### config.mk
export PLATFORM = sky130hd
export DESIGN_NAME = sequence_reorder_with_gaps
export DESIGN_NICKNAME = d
export VERILOG_FILES = /design/src/hw/rtl/srwg_pkg.sv /design/src/hw/rtl/srwg_ram.sv /design/src/hw/rtl/srwg_out.sv /design/src/hw/rtl/sequence_reorder_with_gaps.sv
export SDC_FILE = /design/constraint.sdc
export NUM_CORES = 2
export LEC_CHECK = 0
export BUFFER_PORTS_ARGS = -buffer_cell sky130_fd_sc_hd__buf_2
export CAP_MARGIN = 30
export CORE_UTILIZATION = 59
export CTS_CLUSTER_DIAMETER = 150
export DETAILED_ROUTE_END_ITERATION = 10
export GPL_ROUTABILITY_DRIVEN = 0
export PLACE_DENSITY = 0.88
export SLEW_MARGIN = 20
export SYNTH_ARGS = -nofsm -noshare
export SYNTH_HDL_FRONTEND = slang
export SYNTH_SLANG_ARGS = --single-unit
export TNS_END_PERCENT = 30
### constraint.sdc
create_clock -name clock -period 13.68 [get_ports clock]
set_clock_uncertainty 0.1 [all_clocks]
set_input_delay 2.052 -clock clock [delete_from_list [all_inputs] [get_ports clock]]
set_output_delay 2.052 -clock clock [all_outputs]
set_load 0.005 [all_outputs]
### src/hw/rtl/srwg_pkg.sv
// Package for the sequence resequencing block: window size, codes and the
// result record shared by the sequencer and its output stage.
// No dependencies.
`default_nettype none

package srwg_pkg;

   // Window slots; a power of two, so a slot is the low bits of a sequence.
   localparam int WINDOW    = 16;
   localparam int SLOT_BITS = $clog2(WINDOW);
   localparam int SEQ_W     = 32;
   localparam int DATA_W    = 32;
   localparam int CNT_W     = 8;

   // Input item kinds
   localparam logic [1:0] ACT_DATA     = 2'd0;
   localparam logic [1:0] ACT_HEARTBEAT = 2'd1;
   localparam logic [1:0] ACT_SHUTDOWN = 2'd2;

   // Result kinds
   localparam logic [1:0] KIND_DATA     = 2'd0;
   localparam logic [1:0] KIND_GAP      = 2'd1;
   localparam logic [1:0] KIND_HEARTBEAT = 2'd2;
   localparam logic [1:0] KIND_SHUTDOWN = 2'd3;

   localparam logic [CNT_W-1:0] CNT_MAX = '1;

   typedef struct packed {
      logic [1:0]        kind;
      logic [SEQ_W-1:0]  out_sequence;
      logic [SEQ_W-1:0]  gap_first;
      logic [SEQ_W-1:0]  gap_last;
      logic [DATA_W-1:0] out_payload;
   } result_type;

   typedef struct packed {
      logic can_emit;
      logic hold_valid;
   } out_status_type;

endpackage

`default_nettype wire

### src/hw/rtl/srwg_ram.sv
// Generic single-port-write, single-port-read RAM with registered read data.
// No dependencies.
`default_nettype none

module srwg_ram #(
   parameter int WIDTH = 32,
   parameter int DEPTH = 16
) (
   input  wire logic                     clock,
   input  wire logic                     wr_en,
   input  wire logic [$clog2(DEPTH)-1:0] wr_addr,
   input  wire logic [WIDTH-1:0]         wr_data,
   input  wire logic                     rd_en,
   input  wire logic [$clog2(DEPTH)-1:0] rd_addr,
   output logic      [WIDTH-1:0]         rd_data
);

   logic [WIDTH-1:0] mem_ff [DEPTH];

   always_ff @(posedge clock) begin
      if (wr_en) begin
         mem_ff[wr_addr] <= wr_data;
      end
      if (rd_en) begin
         rd_data <= mem_ff[rd_addr];
      end
   end

endmodule

`default_nettype wire

### src/hw/rtl/srwg_out.sv
// Result staging: a hold register that keeps the newest result until the
// next one (or the end of the item) decides its last flag, then the output.
// Depends on srwg_pkg.
`default_nettype none

module srwg_out (
   input  wire logic                   clock,
   input  wire logic                   reset,
   input  wire logic                   emit_valid,
   input  wire srwg_pkg::result_type   emit_res,
   input  wire logic                   finish,
   output srwg_pkg::out_status_type    status,
   output logic                        rsp_tvalid,
   input  wire logic                   rsp_tready,
   output srwg_pkg::result_type        rsp_res,
   output logic                        rsp_last
);

   logic                 hold_valid_ff, hold_valid_in;
   srwg_pkg::result_type hold_ff, hold_in;
   logic                 rsp_valid_ff, rsp_valid_in;
   srwg_pkg::result_type rsp_res_ff, rsp_res_in;
   logic                 rsp_last_ff, rsp_last_in;
   logic                 out_free;
   logic                 can_emit;

   assign out_free = !rsp_valid_ff || rsp_tready;
   assign can_emit = !hold_valid_ff || out_free;

   always_comb begin
      hold_valid_in = hold_valid_ff;
      hold_in       = hold_ff;
      rsp_valid_in  = rsp_valid_ff && !rsp_tready;
      rsp_res_in    = rsp_res_ff;
      rsp_last_in   = rsp_last_ff;
      if (emit_valid && can_emit) begin
         if (hold_valid_ff) begin
            rsp_res_in   = hold_ff;
            rsp_last_in  = 1'b0;
            rsp_valid_in = 1'b1;
         end
         hold_in       = emit_res;
         hold_valid_in = 1'b1;
      end else if (finish && can_emit && hold_valid_ff) begin
         rsp_res_in    = hold_ff;
         rsp_last_in   = 1'b1;
         rsp_valid_in  = 1'b1;
         hold_valid_in = 1'b0;
      end
   end

   always_ff @(posedge clock) begin
      if (reset) begin
         hold_valid_ff <= 1'b0;
         rsp_valid_ff  <= 1'b0;
      end else begin
         hold_valid_ff <= hold_valid_in;
         rsp_valid_ff  <= rsp_valid_in;
      end
      hold_ff     <= hold_in;
      rsp_res_ff  <= rsp_res_in;
      rsp_last_ff <= rsp_last_in;
   end

   assign status.can_emit   = can_emit;
   assign status.hold_valid = hold_valid_ff;
   assign rsp_tvalid        = rsp_valid_ff;
   assign rsp_res           = rsp_res_ff;
   assign rsp_last          = rsp_last_ff;

endmodule

`default_nettype wire

### src/hw/rtl/sequence_reorder_with_gaps.sv
// Sequence resequencing buffer with gap detection, top level.
// Depends on srwg_pkg, srwg_ram and srwg_out.
//
// Usage:
//   req_* carries one item: data (sequence, payload), heartbeat or shutdown.
//   rsp_* carries results: data, gap reports, forwarded heartbeat/shutdown;
//   rsp_tlast marks the final result caused by one item.
//   csr_wr_en/csr_wr_data write the heartbeat delay limit (reset value 1).
// Flow: one item at a time. An in-order data item passes the states DATA,
//   EMIT_IN, RUN and FINISH; a stashed or dropped one only DATA and FINISH.
//   Each released stashed message adds a flag test and a payload RAM read,
//   and each gap search walks the window one slot a cycle, up to WINDOW
//   slots per search.
// Path: an in-order data item reaches rsp through the hold register and then
//   the output register. Each result waits in the hold register until the
//   next result or the end of the item settles its last flag.
// Reset: synchronous; clears all slot flags and counters at once, no sweep.
// Stall: when rsp_tready is low, the sequencer waits in each state that emits
//   or finishes once the hold and output registers are both full; req_tready stays low until done.
`default_nettype none

module sequence_reorder_with_gaps (
   input  wire logic         clock,
   input  wire logic         reset,
   input  wire logic         req_tvalid,
   output logic              req_tready,
   input  wire logic [63:0]  req_tdata,   // sequence_req[31:0], payload[63:32]
   input  wire logic [1:0]   req_tuser,   // action
   output logic              rsp_tvalid,
   input  wire logic         rsp_tready,
   output logic [127:0]      rsp_tdata,   // out_sequence, gap_first, gap_last, out_payload
   output logic [1:0]        rsp_tuser,   // kind
   output logic              rsp_tlast,   // last
   input  wire logic         csr_wr_en,
   input  wire logic [7:0]   csr_wr_data  // heartbeat delay limit
);

   localparam int SB = srwg_pkg::SLOT_BITS;
   localparam int SW = srwg_pkg::SEQ_W;

   typedef enum logic [3:0] {
      S_IDLE, S_DATA, S_FAR_CHECK, S_EMIT_IN, S_FAR_GAP, S_FAR_DATA,
      S_SCAN, S_RUN, S_RUN_RD, S_HB, S_HB_LOOP, S_HB_END, S_HB_OUT,
      S_SD_LOOP, S_SD_END, S_FINISH
   } state_type;

   typedef enum logic [1:0] {CTX_DONE, CTX_FAR, CTX_HB, CTX_SD} ctx_type;

   state_type                      state_ff, state_in;
   ctx_type                        ctx_ff, ctx_in;
   logic [SW-1:0]                  seq_ff, seq_in;
   logic [srwg_pkg::DATA_W-1:0]    pl_ff, pl_in;
   logic [SW-1:0]                  ne_ff, ne_in;
   logic [SW-1:0]                  hs_ff, hs_in;
   logic [SW-1:0]                  be_ff, be_in;
   logic [SW-1:0]                  bh_ff, bh_in;
   logic [srwg_pkg::CNT_W-1:0]     cnt_ff, cnt_in;
   logic [srwg_pkg::CNT_W-1:0]     max_ff, max_in;
   logic [SB-1:0]                  k_ff, k_in;
   logic [srwg_pkg::WINDOW-1:0]    full_ff, full_in;

   logic [SW-1:0]                  ne_eff, hs_eff, diff, far_diff, gap_end;
   logic [srwg_pkg::CNT_W-1:0]     cnt_next;
   logic [SB-1:0]                  scan_slot, ne_slot, seq_slot;
   logic                           emit, finish;
   srwg_pkg::result_type           emit_res;
   srwg_pkg::out_status_type       ostat;
   srwg_pkg::result_type           rsp_res;
   logic                           ram_wr_en, ram_rd_en;
   logic [srwg_pkg::DATA_W-1:0]    ram_rd_data;
   logic                           accept;

   assign accept    = req_tvalid && req_tready;
   assign req_tready = (state_ff == S_IDLE);

   assign ne_eff    = (ne_ff == '0) ? seq_ff : ne_ff;
   assign hs_eff    = (ne_ff == '0) ? seq_ff : hs_ff;
   assign diff      = seq_ff - ne_eff;
   assign far_diff  = seq_ff - ne_ff;
   assign ne_slot   = ne_ff[SB-1:0];
   assign seq_slot  = seq_ff[SB-1:0];
   assign scan_slot = ne_slot + k_ff;
   assign gap_end   = ne_ff + SW'(k_ff);
   assign cnt_next  = (cnt_ff == srwg_pkg::CNT_MAX) ? cnt_ff : cnt_ff + 1'b1;

   always_comb begin
      state_in  = state_ff;
      ctx_in    = ctx_ff;
      seq_in    = seq_ff;
      pl_in     = pl_ff;
      ne_in     = ne_ff;
      hs_in     = hs_ff;
      be_in     = be_ff;
      bh_in     = bh_ff;
      cnt_in    = cnt_ff;
      max_in    = csr_wr_en ? csr_wr_data : max_ff;
      k_in      = k_ff;
      full_in   = full_ff;
      emit      = 1'b0;
      finish    = 1'b0;
      emit_res  = '0;
      ram_wr_en = 1'b0;
      ram_rd_en = 1'b0;

      unique case (state_ff)
         S_IDLE: begin
            if (accept) begin
               seq_in = req_tdata[31:0];
               pl_in  = req_tdata[63:32];
               unique case (req_tuser)
                  srwg_pkg::ACT_DATA:      state_in = S_DATA;
                  srwg_pkg::ACT_HEARTBEAT: state_in = S_HB;
                  srwg_pkg::ACT_SHUTDOWN: begin
                     ctx_in   = CTX_SD;
                     state_in = S_SD_LOOP;
                  end
                  default:                 state_in = S_FINISH;
               endcase
            end
         end
         S_DATA: begin
            ne_in = ne_eff;
            hs_in = hs_eff;
            if (seq_ff == ne_eff) begin
               state_in = S_EMIT_IN;
            end else if (seq_ff < ne_eff) begin
               state_in = S_FINISH;           // old item, dropped
            end else if (diff < SW'(srwg_pkg::WINDOW)) begin
               if (!full_ff[seq_slot]) begin
                  ram_wr_en          = 1'b1;
                  full_in[seq_slot]  = 1'b1;
                  if (seq_ff > hs_eff) hs_in = seq_ff;
               end
               state_in = S_FINISH;
            end else begin
               ctx_in   = CTX_FAR;
               state_in = S_FAR_CHECK;
            end
         end
         S_FAR_CHECK: begin
            if (ne_ff < seq_ff && far_diff >= SW'(srwg_pkg::WINDOW)) begin
               k_in     = '0;
               state_in = S_SCAN;
            end else begin
               hs_in = seq_ff;
               if (seq_ff == ne_ff) begin
                  state_in = S_EMIT_IN;
               end else begin
                  if (!full_ff[seq_slot]) begin
                     ram_wr_en         = 1'b1;
                     full_in[seq_slot] = 1'b1;
                  end
                  state_in = S_FINISH;
               end
            end
         end
         S_EMIT_IN: begin
            emit                  = 1'b1;
            emit_res.kind         = srwg_pkg::KIND_DATA;
            emit_res.out_sequence = seq_ff;
            emit_res.out_payload  = pl_ff;
            if (ostat.can_emit) begin
               ne_in    = ne_ff + 1'b1;
               ctx_in   = CTX_DONE;
               state_in = S_RUN;
            end
         end
         S_FAR_GAP: begin
            // nothing stashed: one gap up to the item, which is then sent
            emit                  = 1'b1;
            emit_res.kind         = srwg_pkg::KIND_GAP;
            emit_res.out_sequence = seq_ff;
            emit_res.gap_first    = ne_ff;
            emit_res.gap_last     = seq_ff - 1'b1;
            if (ostat.can_emit) state_in = S_FAR_DATA;
         end
         S_FAR_DATA: begin
            emit                  = 1'b1;
            emit_res.kind         = srwg_pkg::KIND_DATA;
            emit_res.out_sequence = seq_ff;
            emit_res.out_payload  = pl_ff;
            if (ostat.can_emit) begin
               ne_in    = seq_ff + 1'b1;
               hs_in    = seq_ff;
               state_in = S_FINISH;
            end
         end
         S_SCAN: begin
            // walk the window for the first stashed slot at or after ne
            if (full_ff[scan_slot]) begin
               if (k_ff == '0) begin
                  state_in = S_RUN;
               end else begin
                  emit                  = 1'b1;
                  emit_res.kind         = srwg_pkg::KIND_GAP;
                  emit_res.out_sequence = gap_end;
                  emit_res.gap_first    = ne_ff;
                  emit_res.gap_last     = gap_end - 1'b1;
                  if (ostat.can_emit) begin
                     ne_in    = gap_end;
                     state_in = S_RUN;
                  end
               end
            end else if (k_ff == SB'(srwg_pkg::WINDOW - 1)) begin
               unique case (ctx_ff)
                  CTX_FAR: state_in = S_FAR_GAP;
                  CTX_HB:  state_in = S_HB_END;
                  CTX_SD:  state_in = S_SD_END;
                  CTX_DONE: state_in = S_FINISH;
               endcase
            end else begin
               k_in = k_ff + 1'b1;
            end
         end
         S_RUN: begin
            if (full_ff[ne_slot]) begin
               ram_rd_en = 1'b1;
               state_in  = S_RUN_RD;
            end else begin
               unique case (ctx_ff)
                  CTX_DONE: state_in = S_FINISH;
                  CTX_FAR:  state_in = S_FAR_CHECK;
                  CTX_HB:   state_in = S_HB_LOOP;
                  CTX_SD:   state_in = S_SD_LOOP;
               endcase
            end
         end
         S_RUN_RD: begin
            emit                  = 1'b1;
            emit_res.kind         = srwg_pkg::KIND_DATA;
            emit_res.out_sequence = ne_ff;
            emit_res.out_payload  = ram_rd_data;
            if (ostat.can_emit) begin
               full_in[ne_slot] = 1'b0;
               ne_in            = ne_ff + 1'b1;
               state_in         = S_RUN;
            end
         end
         S_HB: begin
            if (ne_ff == be_ff) begin
               cnt_in = cnt_next;
               if (cnt_next >= max_ff) begin
                  ctx_in   = CTX_HB;
                  state_in = S_HB_LOOP;
               end else begin
                  state_in = S_HB_OUT;
               end
            end else begin
               state_in = S_HB_END;
            end
         end
         S_HB_LOOP: begin
            if (ne_ff < bh_ff) begin
               k_in     = '0;
               state_in = S_SCAN;
            end else begin
               state_in = S_HB_END;
            end
         end
         S_HB_END: begin
            be_in    = ne_ff;
            bh_in    = hs_ff;
            cnt_in   = '0;
            state_in = S_HB_OUT;
         end
         S_HB_OUT: begin
            emit          = 1'b1;
            emit_res.kind = srwg_pkg::KIND_HEARTBEAT;
            if (ostat.can_emit) state_in = S_FINISH;
         end
         S_SD_LOOP: begin
            k_in     = '0;
            state_in = S_SCAN;
         end
         S_SD_END: begin
            emit          = 1'b1;
            emit_res.kind = srwg_pkg::KIND_SHUTDOWN;
            if (ostat.can_emit) state_in = S_FINISH;
         end
         S_FINISH: begin
            finish = 1'b1;
            if (ostat.can_emit) state_in = S_IDLE;
         end
         default: state_in = S_IDLE;
      endcase
   end

   always_ff @(posedge clock) begin
      if (reset) begin
         state_ff <= S_IDLE;
         ctx_ff   <= CTX_DONE;
         ne_ff    <= '0;
         hs_ff    <= '0;
         be_ff    <= '0;
         bh_ff    <= '0;
         cnt_ff   <= '0;
         max_ff   <= srwg_pkg::CNT_W'(1);
         k_ff     <= '0;
         full_ff  <= '0;
      end else begin
         state_ff <= state_in;
         ctx_ff   <= ctx_in;
         ne_ff    <= ne_in;
         hs_ff    <= hs_in;
         be_ff    <= be_in;
         bh_ff    <= bh_in;
         cnt_ff   <= cnt_in;
         max_ff   <= max_in;
         k_ff     <= k_in;
         full_ff  <= full_in;
      end
      seq_ff <= seq_in;
      pl_ff  <= pl_in;
   end

   srwg_ram #(
      .WIDTH (srwg_pkg::DATA_W),
      .DEPTH (srwg_pkg::WINDOW)
   ) u_slot_ram (
      .clock   (clock),
      .wr_en   (ram_wr_en),
      .wr_addr (seq_slot),
      .wr_data (pl_ff),
      .rd_en   (ram_rd_en),
      .rd_addr (ne_slot),
      .rd_data (ram_rd_data)
   );

   srwg_out u_out (
      .clock      (clock),
      .reset      (reset),
      .emit_valid (emit),
      .emit_res   (emit_res),
      .finish     (finish),
      .status     (ostat),
      .rsp_tvalid (rsp_tvalid),
      .rsp_tready (rsp_tready),
      .rsp_res    (rsp_res),
      .rsp_last   (rsp_tlast)
   );

   assign rsp_tdata = {rsp_res.out_payload, rsp_res.gap_last,
                       rsp_res.gap_first, rsp_res.out_sequence};
   assign rsp_tuser = rsp_res.kind;

   // the payload read state is only entered from the flag test (or held while stalled)
   a_rd_after_run: assert property (@(posedge clock) disable iff (reset)
      state_ff == S_RUN_RD |-> $past(state_ff) == S_RUN || $past(state_ff) == S_RUN_RD)
      else $error("payload read without flag test");

   // the slot being released must still be marked full
   a_rd_slot_full: assert property (@(posedge clock) disable iff (reset)
      state_ff == S_RUN_RD |-> full_ff[ne_slot])
      else $error("release from empty slot");

   // every result of an item has left the hold register before the next is taken
   a_idle_drained: assert property (@(posedge clock) disable iff (reset)
      state_ff == S_IDLE |-> !ostat.hold_valid)
      else $error("result held across items");

   // a stash write never lands on a slot already full
   a_no_overwrite: assert property (@(posedge clock) disable iff (reset)
      ram_wr_en |-> !full_ff[seq_slot])
      else $error("stash overwrite");

endmodule

`default_nettype wire

==> impl_metrics.yaml <==
timing:
  setup_violations: 0
  tns_ns: 0
  worst_pin_slew_ns: 1.15
  hold_viol_final: 0
  min_period_over_period_pct: 59.9
  fin_ws_ns: 5.48
  min_period_ns: 8.20
  fmax_mhz: 122
  drv_slew: 0
  rsz0062_at_grt: "no"
  slew_headroom_pct: 23.4
status:
  status: "finished with violations"
  failed_checks: "design-rule violations"
yosys:
  yosys_warnings: 0
  synthesis.nets: 4169
  synth_top_family_by_area: "compound AO/OA/AOI/OAI gates"
  avgSynthCellArea_um2: 12.8
  synth_fa_ha_area_share_pct: 3.76
  synth-seq-area-share_pct: 58.7
  synth-seq-cells: 1041
  synthMuxAreaShare_pct: 9.99
  synth_area_um2: 50300
  synth_simple_gate_area_share_pct: 10.6
  synth_xor_area_share_pct: 2.87
  synth_compound_area_share_pct: 11.0
  netlist_instances: 3941
  ys_types: 89
  synth_edf_count: 869
  ys.flop_type: "edfxtp_1"
  async_reset_ff_share_pct: 0
power:
  p_clk_share_pct: 25.6
  p_leak_nw: 19.0
  p_int_mw: 7.04
  netSwitchingFraction_pct: 36.9
  peakVddDrop_uv: 154
  seqPwrFrac_pct: 39.6
  pwr_density_cell_nw_per_um2: 198
  p_comb_share_pct: 34.8
  finalPower_mw: 11.2
  p_switching_mw: 4.13
cells_and_area:
  area_growth_pct: 12.1
  stdcell_count: 5325
  fillers: 5673
  fin_nets: 4324
  multi_input_area_um2: 19500
  drive_above_1_share_pct: 17.2
  seqCellArea_um2: 29500
worst_hold_path:
  hold-path-endpoint: "u_out.rsp_res[73]$_DFFE_PP_"
  hp-class: "reg2reg"
  hold_start: "u_out.hold_ff[73]$_DFFE_PP_"
  hold_depth: 0
grt:
  grt_pass1_vias: 35000
  grt_pass1_wl_um: 226000
  antenna_found_initial: 13
  gr-total-overflow: 0
  grt_util_all_layers_pct: 35.7
  grt_start_max_net_pins: 127
clocking:
  cts_resized: 0
  clkTransAtPathRegs_ns: 0.07
  cts_setup_buffers: 0
  clock_latency_ns: 0.71
  clkSinkCount: 1041
  clockBufferDepth: 3
  clock-root-buffer: "clkbuf_16"
  cts-buffers-inserted: 102
  cts_tree: "built"
  hold_buffers: 0
  htree_levels: 3
placed_design:
  io_buffers: 211
  dpl.hpwl_um: 98300
  dp_cells: 5121
  post-place-ws_ns: 5.80
routing:
  first_pass_iters: 11
  wl_per_cell_um: 29.0
  vias: 36700
  vias_per_cell: 6.90
  postRouteAntennaNets: 0
  drc: 2
  drt_iter0_drc: 5413
  wl_um: 154000
worst_setup_path:
  critPathKind: "reg2reg"
  reg2reg_slack_ns: 5.48
  crit_fanout: 66
  cp_data_required_time_ns: 13.94
  r2r-start: "ne_ff[19]$_SDFFE_PP0P_"
  cp-end-kind: "register"
  rr_worst_depth: 20
  worstPathArrival_ns: 8.46
  critPathLaunchType: "register"
  timing.rr.end: "u_slot_ram.mem_ff[5][3]$_DFFE_PP_"
floorplanning:
  coreArea_um2: 84000
  rows: 106
  fp.dieH_um: 294
  boundaryPins: 212
  dieArea_um2: 86400
  die_x_um: 294
  initial_utilization_pct: 59.9
flow_run:
  drv_cap: 0
-- Yosys cell counts (101+ instances only) --
library cell	number	area share [%]
a21oi_1	237	2.4
clkbuf_1	204	1.5
dfxtp_1	172	6.8
edfxtp_1	869	52
ha_1	147	3.7
inv_1	119	0.89
mux2i_1	105	2.1
mux4_2	174	7.8
nand2_1	320	2.4
nand2b_1	118	1.5
nor2_1	250	1.9
o21ai_0	136	1.4
xnor2_1	101	1.8
-- how the worst max path moves through the flow --
stage | start | endpoint | slack (ns) | depth (start not counted)
after floorplan | rsp_tready | u_out.rsp_last$_DFFE_PP_ | 1.53 | 6
after global placement | ne_ff[1]$_SDFFE_PP0P_ | u_slot_ram.mem_ff[5][9]$_DFFE_PP_ | 5.56 | 20
after detailed placement | ne_ff[1]$_SDFFE_PP0P_ | u_slot_ram.mem_ff[5][8]$_DFFE_PP_ | 5.80 | 20
after CTS | ne_ff[1]$_SDFFE_PP0P_ | u_slot_ram.mem_ff[5][1]$_DFFE_PP_ | 5.81 | 20
after global routing | ne_ff[19]$_SDFFE_PP0P_ | u_slot_ram.mem_ff[5][3]$_DFFE_PP_ | 5.16 | 20
final | ne_ff[19]$_SDFFE_PP0P_ | u_slot_ram.mem_ff[5][3]$_DFFE_PP_ | 5.48 | 20
-- cell families (layout without fill, tap and decap cells) --
kind of cell | after synthesis | in the layout
mux | 284 | 284
fa+ha+maj | 150 | 150
other cells | 0 | 6
buf+inv | 378 | 622
compound gates | 841 | 841
simple gates | 1082 | 1082
xor+xnor | 165 | 165
flops | 1041 | 1041
-- power by group through the flow --
stage	clock [mW]	sequential (mW)	combinational (mW)
2_1_floorplan	0	4.33	2.60
3_3_place_gp	0	4.47	3.53
3_5_place_dp	0	4.49	3.65
4_1_cts	2.89	4.43	3.69
5_1_grt	2.99	4.46	4.10
6_report	2.86	4.43	3.89
-- state kept, by name, indices dropped and copies added (netlist names), 2 cells and up --
register            flops
k_ff                    4
max_ff                  8
u_out.rsp_res         130
pl_ff                  32
ne_ff                  32
u_slot_ram.mem_ff     512
full_ff                16
bh_ff                  32
cnt_ff                  8
seq_ff                 32
u_slot_ram.rd_data     32
hs_ff                  32
u_out.hold_ff         130
ctx_ff                  2
state_ff                4
be_ff                  32
-- metal layers --
layer,share of wire [%],global-route usage [%],vias to the layer above
met5,0.097,0,-
met4,9.2,26.3,18
met3,12,10.0,807
met2,46,56.0,2978
met1,33,42.1,17500
li1,-,-,15400
-- cell usage in the layout, fill, tap and decap left out, types with 32 or more instances in the layout --
master / n
nand2_1: 319
edfxtp_1: 869
a21o_1: 48
xnor2_1: 101
buf_2: 212
mux2i_1: 105
ha_1: 147
nand4_1: 36
nand2b_1: 118
clkbuf_16: 102
mux4_2: 174
dfxtp_1: 169
nor3_1: 64
nand3_1: 86
o21ai_0: 134
nor4_1: 44
buf_4: 77
a21oi_1: 233
a22o_1: 33
inv_1: 117
nor2_1: 237
a211oi_1: 52
o22ai_1: 47
o211ai_1: 32
xor2_1: 64
-- critical path, stage by stage, from the launching register on --
cell and delay, ns:
dfxtp_1 0.47, nor4_1 0.75, nand3_1 0.38, nor3_4 0.50, buf_4 0.87, a21oi_1 0.27
ha_1 0.48, a21o_1 0.23, a21o_1 0.20, a211oi_1 0.73, nand2_1 0.16, a41oi_1 0.23
a31oi_1 0.17, mux2i_1 0.16, nor4_2 0.32, nand3_1 0.15, nor2_1 0.22, a21oi_4 0.07
buf_4 0.30, nor3b_2 0.57, buf_4 0.47
-- final cells by class --
cell class / count / area share, %
Clock buffer: 130 / 4.84
Inverter: 123 / 0.828
Clock inverter: 63 / 1.24
Antenna cell: 6 / 0.0266
Timing Repair Buffer: 306 / 3.64
Tap cell: 1134 / 2.52
Sequential cell: 1041 / 52.4
Multi-Input combinational cell: 2522 / 34.5
-- stage by stage --
step / instance area, um^2 / util (%) / hold WS (ns)
after floorplan: 50300 / - / 0.300
after global placement: 52500 / 62.5 / 0.302
after detailed placement: 52900 / 63.0 / 0.305
after CTS: 56300 / 67.1 / 0.314
after global routing: 56400 / 67.2 / 0.318
final: 56400 / 67.2 / 0.313
No activity file was read; power rests on OpenSTA's default activity.
